[src/hw/rtl/gmd_cell.sv]
// One column cell of the two line buffers: center and upper value, shifted along the chain.
module gmd_cell #(
    parameter int DATA_BITS = 16
) (
    input  logic                        i_clk,
    input  logic                        i_shift,
    input  logic                        i_entry,
    input  logic signed [DATA_BITS-1:0] i_new_value,
    input  logic signed [DATA_BITS-1:0] i_center_exit,
    input  logic signed [DATA_BITS-1:0] i_prev_center,
    input  logic signed [DATA_BITS-1:0] i_prev_upper,
    output logic signed [DATA_BITS-1:0] o_center,
    output logic signed [DATA_BITS-1:0] o_upper
);

    logic signed [DATA_BITS-1:0] r_center;
    logic signed [DATA_BITS-1:0] r_upper;
    logic signed [DATA_BITS-1:0] n_center;
    logic signed [DATA_BITS-1:0] n_upper;

    // entry cell loads fresh data, the others take their left neighbor
    always_comb begin
        n_center = i_entry ? i_new_value   : i_prev_center;
        n_upper  = i_entry ? i_center_exit : i_prev_upper;
    end

    always_ff @(posedge i_clk) begin
        if (i_shift) begin
            r_center <= n_center;
            r_upper  <= n_upper;
        end
    end

    assign o_center = r_center;
    assign o_upper  = r_upper;

endmodule

[config.mk]
export PLATFORM = sky130hd
export DESIGN_NAME = gmd_cell
export DESIGN_NICKNAME = d
export VERILOG_FILES = /design/src/hw/rtl/gmd_cell.sv
export SDC_FILE = /design/constraint.sdc
export NUM_CORES = 1
export LEC_CHECK = 0
export ABC_CLOCK_PERIOD_IN_PS = 900
export BUFFER_PORTS_ARGS = -buffer_cell sky130_fd_sc_hd__buf_2
export CORE_MARGIN = 2
export CORE_UTILIZATION = 39
export CTS_BUF_LIST = sky130_fd_sc_hd__clkbuf_8
export DETAILED_ROUTE_END_ITERATION = 10
export PLACE_DENSITY = 0.79
export RECOVER_POWER = 25
export SYNTH_ARGS = -nofsm -noshare
export SYNTH_HDL_FRONTEND = slang
export SYNTH_SLANG_ARGS = --single-unit
[constraint.sdc]
create_clock -name i_clk -period 0.9 [get_ports i_clk]
set_input_delay 0.135 -clock i_clk [delete_from_list [all_inputs] [get_ports i_clk]]
set_output_delay 0.135 -clock i_clk [all_outputs]
set_load 0.02 [all_outputs]
==> flow_metrics.env <==
export IMPL_status="finished with violations"
export IMPL_violations="negative setup slack"
export IMPL_vias=981
export IMPL_seq_area_um2=961
export IMPL_grt_pass1_wl_mm=4.57
export IMPL_clk_root_buffer_cell="clkbuf_8"
export IMPL_yosys_warnings=0
export IMPL_relSlewSlack=0.701
export IMPL_overflow=0
export IMPL_core_area_mm2=0.00369
export IMPL_synthMostInstantiatedCell="edfxtp_1"
export IMPL_dr_pass1_iters=3
export IMPL_yosys_top_cells_area="edfxtp_1 (64%), mux2_4 (30%), buf_12 (4.0%), mux2_2 (1.5%), buf_6 (0.75%)"
export IMPL_grt_pass1_vias=1022
export IMPL_worst_pin_slew_ns=0.448
export IMPL_p_leak_nw=1.07
export IMPL_antenna_found_initial=0
export IMPL_clockBufferDepth=2
export IMPL_seq_power_share=0.501
export IMPL_slew_violations=0
export IMPL_clk_pin_slew_ns=0.07
export IMPL_syn_area_per_cell_um2=22.1
export IMPL_syn_area_mm2=0.00151
export IMPL_ctsHtreeMaxLevel=2
export IMPL_synth_nets=135
export IMPL_cts_setup_buffers=0
export IMPL_fp_dieH_um=66.1
export IMPL_synthCells=68
export IMPL_netSwitchingFraction=0.243
export IMPL_placed_cells=214
export IMPL_cp_slowest_cell="edfxtp_1"
export IMPL_fmax_mhz=1020
export IMPL_yosysSeqAreaShare=0.638
export IMPL_critPathLaunchType="flop"
export IMPL_ys_top_cells_by_count="edfxtp_1 (32), mux2_4 (30), buf_12 (3)"
export IMPL_chipWidth_um=66.1
export IMPL_powerDensity_mw_per_mm2=1640
export IMPL_drc=0
export IMPL_crit_cells=1
export IMPL_wl_per_cell_um=13.7
export IMPL_crit_path_max_incr_delay_ns=0.41
export IMPL_fill_cells=306
export IMPL_synth_edf_count=32
export IMPL_synthArstFlopShare=0
export IMPL_cts_hold_buf=0
export IMPL_io_pin_count=99
export IMPL_internal_power_mw=2.81
export IMPL_post_route_period_util=1.09
export IMPL_hp_class="input port to flop"
export IMPL_critPathKind="flop to output pin"
export IMPL_pwr_share_comb=0.226
export IMPL_cts_buffers=5
export IMPL_final_layout_size_suffix_gt1_frac=0.805
export IMPL_nNetsFinal=240
export IMPL_finalSetupViolCount=32
export IMPL_area_growth_pct=50.5
export IMPL_yosys_area_top_type="edfxtp_1"
export IMPL_grt_use_total=0.149
export IMPL_grt_max_degree=19
export IMPL_power_switching_mw=0.902
export IMPL_totalWireLength_mm=3.04
export IMPL_synth_flop_cell="edfxtp_1"
export IMPL_crit_fanout=1
export IMPL_critPathBufInv=1
export IMPL_first_iter_violations=34
export IMPL_cp_required_ns=0.76
export IMPL_multi_input_area_um2=473
export IMPL_critPathTopFamily="flip-flops"
export IMPL_die_area_mm2=0.00437
export IMPL_ys_seq_elements=32
export IMPL_worstPathArrival_ns=0.84
export IMPL_vias_per_cell=4.42
export IMPL_cts_tree="built"
export IMPL_crit_chain="buf_6"
export IMPL_worst_setup_path_end_kind="output pin"
export IMPL_maxCapViolations=0
export IMPL_rsz0062_at_grt="yes"
export IMPL_rows=22
export IMPL_port_buffer_count=98
export IMPL_hold_depth=2
export IMPL_period_minus_slack_ns=0.977
export IMPL_clock_power_share=0.272
export IMPL_antenna_left=0
export IMPL_holdWs_ns=0.153
export IMPL_peakVddDrop_mv=1.20
export IMPL_yosysTopAreaCellShare=0.638
export IMPL_synth_cell_types=5
export IMPL_cts_sinks=32
export IMPL_place_gp_congestion=0.760
export IMPL_hold_violations=0
export IMPL_setup_ws_ns=-0.0772
export IMPL_diodes=0
export IMPL_initial_core_util=0.408
export IMPL_fin_cells=222
==> cell type report <==
class / count / share of cell area
clock buffer: 5 / 0.0304
tap: 48 / 0.0265
timing repair buffer: 102 / 0.304
multi-input combinational: 32 / 0.209
clock inverter: 3 / 0.00607
sequential: 32 / 0.424
==> metal layers <==
metal | vias up | wire length (um) | global-route usage
li1 | 475 | - | -
met1 | 446 | 1060 | 0.142
met2 | 58 | 1570 | 0.264
met3 | 2 | 383 | 0.0733
met4 | 0 | 25 | 0.0689
met5 | - | 0 | 0
==> metrics by stage <==
step | total power [mW] | setup TNS, ns | worst slack [ns] | util | cell area [um2]
floorplan | 2.30 | -0.888 | -0.0296 | - | 1510
global placement | 2.59 | -4.31 | -0.148 | 0.560 | 2060
detailed placement | 2.62 | -5.18 | -0.190 | 0.560 | 2060
CTS | 3.68 | -1.38 | -0.0864 | 0.599 | 2210
global route | 3.88 | -2.27 | -0.115 | 0.614 | 2270
finish | 3.71 | -1.13 | -0.0772 | 0.614 | 2270
==> repair_timing <==
item | CTS | global route
setup endpoints to repair | 32 | 32
pin swaps | 0 | 0
resized for setup | 20 | 28
hold endpoints to repair | 0 | 0
==> placed cells by master (no fill, tap or decap) <==
cell and count:
buf_12 2, buf_2 73, buf_6 24, edfxtp_1 32, mux2_2 2, clkbuf_8 5
clkbuf_2 2, mux2_4 30, clkbuf_1 1, clkinv_2 2, clkinv_1 1
==> sequential cells by signal, summed over array words and instances (netlist names) <==
| name | count |
|---|---|
| o_center | 16 |
| o_upper | 16 |
==> path summary, 6_finish.rpt <==
path                             start                   end  slack, ns
setup / recovery  o_upper[6]$_DFFE_PP_            o_upper[6]      -0.08
hold / removal        i_center_exit[8]  o_upper[8]$_DFFE_PP_       0.15
==> power groups by stage <==
stage,Clock (mW),Sequential (mW),Combinational (mW)
after floorplan,0,2.05,0.250
after global placement,0,1.86,0.732
after detailed placement,0,1.86,0.756
after CTS,1.03,1.85,0.803
after global routing,1.12,1.87,0.889
final,1.01,1.86,0.840
==> kinds of logic (layout without fill, tap and decap cells) <==
group / after synthesis / after routing / synth area share
muxes: 32 / 32 / 0.314
DFF: 32 / 32 / 0.638
buffers and inverters: 4 / 110 / 0.0474
Power figures use the tool's default switching activity.
