==> config.mk <==
export PLATFORM = sky130hd
export DESIGN_NAME = gmd_peak_buf_flat
export DESIGN_NICKNAME = d
export VERILOG_FILES = /design/src/hw/rtl/gmd_pkg.sv /design/src/hw/rtl/gmd_out_if.sv /design/src/hw/rtl/gmd_peak_buf.sv /design/src/flat_wrapper.sv
export SDC_FILE = /design/constraint.sdc
export NUM_CORES = 1
export LEC_CHECK = 0
export BUFFER_PORTS_ARGS = -buffer_cell sky130_fd_sc_hd__buf_2
export CAP_MARGIN = 40
export CORE_MARGIN = 4
export CORE_UTILIZATION = 50
export CTS_CLUSTER_DIAMETER = 200
export DETAILED_ROUTE_END_ITERATION = 10
export PLACE_DENSITY = 0.77
export SLEW_MARGIN = 10
export SYNTH_ARGS = -nofsm -noshare
export SYNTH_HDL_FRONTEND = slang
export SYNTH_SLANG_ARGS = --single-unit
==> constraint.sdc <==
create_clock -name i_clk -period 2.77 [get_ports i_clk]
set_clock_uncertainty 0.2 [all_clocks]
set_input_delay 0.1385 -clock i_clk [delete_from_list [all_inputs] [get_ports i_clk]]
set_output_delay 0.1385 -clock i_clk [all_outputs]
set_load 0.01 [all_outputs]
==> src/hw/rtl/gmd_pkg.sv <==
// Shared types and constants of the grid local maximum detector.
package gmd_pkg;

    localparam int CFG_DATA_BITS  = 13;
    localparam int WIDTH_REG_BITS = 9;
    localparam int ROW_BITS       = 13;
    localparam int MAX_ROWS       = 4096;
    localparam int PEAK_ROW_BITS  = 12;
    localparam int PEAK_COL_BITS  = 8;

    typedef logic [0:0] t_cfg_index;

    localparam t_cfg_index REG_GRID_WIDTH  = 1'b0;
    localparam t_cfg_index REG_GRID_HEIGHT = 1'b1;

    typedef struct packed {
        logic [PEAK_ROW_BITS-1:0] peak_row;
        logic [PEAK_COL_BITS-1:0] peak_col;
    } t_peak;

endpackage

==> src/hw/rtl/gmd_out_if.sv <==
// Output channel: row and column of each detected peak.
interface gmd_out_if;
    logic                                 valid;
    logic                                 ready;
    logic [gmd_pkg::PEAK_ROW_BITS-1:0]    peak_row;
    logic [gmd_pkg::PEAK_COL_BITS-1:0]    peak_col;

    modport source (output valid, peak_row, peak_col, input ready);
    modport sink   (input valid, peak_row, peak_col, output ready);
endinterface

==> src/hw/rtl/gmd_peak_buf.sv <==
// Output register with skid stage for peak results.
module gmd_peak_buf (
    input  logic              i_clk,
    input  logic              i_rst_n,
    input  logic              i_push,
    input  gmd_pkg::t_peak    i_peak,
    output logic              o_ready,
    gmd_out_if.source         o_peak
);

    logic           r_main_valid;
    logic           r_skid_valid;
    gmd_pkg::t_peak r_main;
    gmd_pkg::t_peak r_skid;
    logic           n_main_valid;
    logic           n_skid_valid;
    logic           pop;

    assign pop = r_main_valid & o_peak.ready;

    always_comb begin
        n_main_valid = r_main_valid;
        n_skid_valid = r_skid_valid;
        if (pop) begin
            if (r_skid_valid) begin
                n_skid_valid = 1'b0;
            end else begin
                n_main_valid = i_push;
            end
        end else if (i_push) begin
            if (r_main_valid) begin
                n_skid_valid = 1'b1;
            end else begin
                n_main_valid = 1'b1;
            end
        end
    end

    always_ff @(posedge i_clk) begin
        if (!i_rst_n) begin
            r_main_valid <= 1'b0;
            r_skid_valid <= 1'b0;
        end else begin
            r_main_valid <= n_main_valid;
            r_skid_valid <= n_skid_valid;
        end
    end

    always_ff @(posedge i_clk) begin
        if (pop) begin
            r_main <= r_skid_valid ? r_skid : i_peak;
        end else if (i_push && !r_main_valid) begin
            r_main <= i_peak;
        end
        if (!pop && i_push && r_main_valid) begin
            r_skid <= i_peak;
        end
    end

    assign o_ready         = !r_skid_valid;
    assign o_peak.valid    = r_main_valid;
    assign o_peak.peak_row = r_main.peak_row;
    assign o_peak.peak_col = r_main.peak_col;

    a_skid_needs_main: assert property (@(posedge i_clk) disable iff (!i_rst_n)
        r_skid_valid |-> r_main_valid)
        else $error("skid stage holds a result while the output stage is empty");

    a_skid_drains_first: assert property (@(posedge i_clk) disable iff (!i_rst_n)
        (r_skid_valid && o_peak.ready) |=> (r_main == $past(r_skid) && !r_skid_valid))
        else $error("skid result not moved to the output stage");

endmodule

==> src/flat_wrapper.sv <==
// flat-port wrapper written by rule: the top's interface ports become plain ports
module gmd_peak_buf_flat 
  (i_clk, i_rst_n, i_push, i_peak, o_ready, o_peak_valid, o_peak_peak_row, o_peak_peak_col, o_peak_ready);
  gmd_out_if o_peak_i ();
  input  logic i_clk;
  input  logic i_rst_n;
  input  logic i_push;
  input  gmd_pkg::t_peak i_peak;
  output logic o_ready;
  output wire logic [$bits(o_peak_i.valid)-1:0] o_peak_valid;
  output wire logic [$bits(o_peak_i.peak_row)-1:0] o_peak_peak_row;
  output wire logic [$bits(o_peak_i.peak_col)-1:0] o_peak_peak_col;
  input wire logic [$bits(o_peak_i.ready)-1:0] o_peak_ready;
  assign o_peak_valid = o_peak_i.valid;
  assign o_peak_peak_row = o_peak_i.peak_row;
  assign o_peak_peak_col = o_peak_i.peak_col;
  assign o_peak_i.ready = o_peak_ready;
  gmd_peak_buf u_core (.i_clk(i_clk), .i_rst_n(i_rst_n), .i_push(i_push), .i_peak(i_peak), .o_ready(o_ready), .o_peak(o_peak_i));
endmodule
==> flow_summary.yaml <==
pwr:
  power_density_nw_per_um2: 519
  netSwitchingFraction_pct: 20.6
  ir_drop_mv: 0.322
  p_clk_share_pct: 23.2
  leakagePower_uw: 0.000929
  switching_power_uw: 234
  power.internal_uw: 904
  p_comb_share_pct: 11.8
  seqPwrFrac_pct: 65.0
detailed_routing:
  vias: 901
  wirelength_um: 2760
  wl_per_cell_um: 14.1
  drtAntennaViolNets: 0
  firstDrtPassIters: 4
  post_drt_via_cell_ratio: 4.60
  drtIter0Drc: 43
  drc: 0
cells_and_area:
  final_util_pct: 71.3
  design_area_sq_um: 2190
  insertedDiodeCount: 0
  fill_cells: 193
  area.growth.synth_to_final_pct: 35.3
  layout-drive-gt1-share_pct: 50.0
  seq_area_sq_um: 1240
  fin_cells: 196
  multi_input_area_sq_um: 357
  nets: 176
  final_common_cell: "buf_2"
  final_cell_mix: "buf_2 (45), edfxtp_1 (40), dlygate4sd3_1 (24), mux2_4 (20), clkbuf_4 (5)"
setup_path:
  end_kind: "register"
  cp.required_ns: 2.61
  cp-start-kind: "register"
  path_class: "register to register"
  cp.arrival_ns: 1.65
  reg2reg_to: "u_core.r_skid[10]"
  reg2reg_from: "u_core.o_peak.valid"
  ff2ff_path_depth: 3
  reg2reg_slack_ns: 0.95
  worstPathMaxFanout: 11
synthesis:
  synth-seq-cells: 42
  synthXorXnorAreaFrac_pct: 0
  synth_area_per_cell_sq_um: 21.6
  yosys.area.top_type: "edfxtp_1"
  ys_top_cells_by_area: "edfxtp_1 (74%), mux2_4 (19%), dfxtp_1 (2.5%)"
  synthesis.instances: 75
  synth-seq-area-share_pct: 76.5
  synth_mux_area_share_pct: 18.5
  synth_compound_area_share_pct: 1.54
  synth-simple-area-share_pct: 1.54
  synth_top_family_by_area: "multiplexers"
  synth_area_sq_um: 1620
  synth_cell_types: 12
  post-synth-top-area-fraction_pct: 74.1
  syn-num-nets: 99
  synthAdderAreaFrac_pct: 0
  yosysWarnings: 0
timing:
  fin_ws_ns: 0.954
  rsz0062_at_grt: "no"
  worst_slew_pin_slew_ns: 0.580
  maxSlewHeadroom_pct: 61.3
  period_needed_ns: 1.82
  totalNegativeSetupSlack_ns: 0
  min_period_over_period_pct: 65.6
  timing.fmax_mhz: 551
  report.final.slew_viol_count: 0
  setup_viol: 0
  hold_viol: 0
grt:
  grt_first_pass_wirelength_um: 4500
  antenna_found_initial: 0
  grt.overflow.total: 0
  grt_pass1_vias: 979
  grt_max_degree: 21
  track_usage_pct: 14.7
clocking:
  clk_pin_slew_ns: 0.11
  cts_tree: "built"
  cts_root_buf: "clkbuf_4"
  clk_path_buf_depth: 2
  clock_latency_ns: 0.33
  clock_sinks: 42
  post-cts-setup-buffer-count: 0
  cts_max_level: 2
  cts-buffers-inserted: 5
floorplanning:
  die_x_um: 65.0
  rows: 20
  core_area_sq_um: 3080
  io_pins: 46
  die_area_sq_um: 4220
  die_h_um: 65.0
  initial_utilization_pct: 52.7
hold_path:
  min_from: "o_peak_ready"
  hold_depth: 2
  hp-class: "input pin to register"
  min_to: "u_core.r_skid[5]"
placed_design:
  placed_cell_area_sq_um: 1910
  dp_worst_setup_slack_ns: 0.960
  port_buffers: 45
  gp_congestion: 0.722
  hpwl_um: 1720
  dp_cells: 165
outcome:
  status: "completed"
job:
  cap_violations: 0
[critical path, cell delays in order (launching register included)]
cell and delay (ns):
dfxtp_1 0.46, nand2_1 0.13, nor2_2 0.44, buf_4 0.29
[cells by family (layout without fill, tap and decap cells)]
family                 count (synthesis)  count (layout)
DFF                                   42              42
buffers and inverters                  4              81
and+or+nand+nor                        5               5
AOI/OAI and AO/OA                      4               4
muxes                                 20              20
[routing by layer]
metal  global-route usage [%]  vias to the layer above  share of wire, %
met2                     28.0                       25                58
met1                     14.7                      426                36
li1                         -                      445                 -
met3                     3.29                        5               4.5
met5                        0                        -                 0
met4                     7.12                        0               1.6
[cell usage after synthesis]
library cell / n
mux2_4: 20
inv_1: 2
a21oi_1: 1
nand3_2: 1
o21ai_0: 1
o21a_1: 1
edfxtp_1: 40
buf_6: 2
nand2_1: 3
a21boi_0: 1
nor2_1: 1
dfxtp_1: 2
[flip-flops by register name, indices dropped and copies added, names as in the netlist]
signal / count
u_core.r_skid: 20
u_core.r_skid_valid: 1
u_core.o_peak.peak_row: 12
u_core.o_peak.valid: 1
u_core.o_peak.peak_col: 8
[stage by stage]
step	hold WS, ns	total power (uW)
final	0.0483	1140
after CTS	0.0378	1150
after global routing	0.0455	1180
after detailed placement	0.134	863
after global placement	0.135	859
after floorplan	0.0374	811
[area by class of cell]
cell class,instances,area share [%]
Clock buffer,7,2.05
Inverter,2,0.342
Multi-Input combinational cell,29,16.3
Sequential cell,42,56.6
Tap cell,44,2.51
Timing Repair Buffer,72,22.2
[power by group through the flow]
stage / clock [uW] / combinational (uW) / sequential [uW]
after CTS: 273 / 135 / 740
after detailed placement: 0 / 108 / 755
final: 264 / 135 / 740
after floorplan: 0 / 41.2 / 769
after global routing: 294 / 147 / 743
after global placement: 0 / 105 / 754
[worst max path at each step]
stage / endpoint / start / slack, ns / depth (start not counted)
after floorplan: u_core.o_peak.peak_col[0] / u_core.o_peak.valid / 0.29 / 1
after global placement: u_core.r_skid[13] / u_core.o_peak.valid / 1.09 / 3
after detailed placement: u_core.r_skid[9] / u_core.o_peak.valid / 0.96 / 3
after CTS: u_core.r_skid[10] / u_core.o_peak.valid / 0.95 / 3
after global routing: u_core.r_skid[10] / u_core.o_peak.valid / 0.84 / 3
final: u_core.r_skid[10] / u_core.o_peak.valid / 0.95 / 3
[timing repair]
item	in CTS	in global routing
resized for setup	0	0
hold buffers	24	0
hold endpoints to repair	42	0
(Power assumes the default switching activity.)
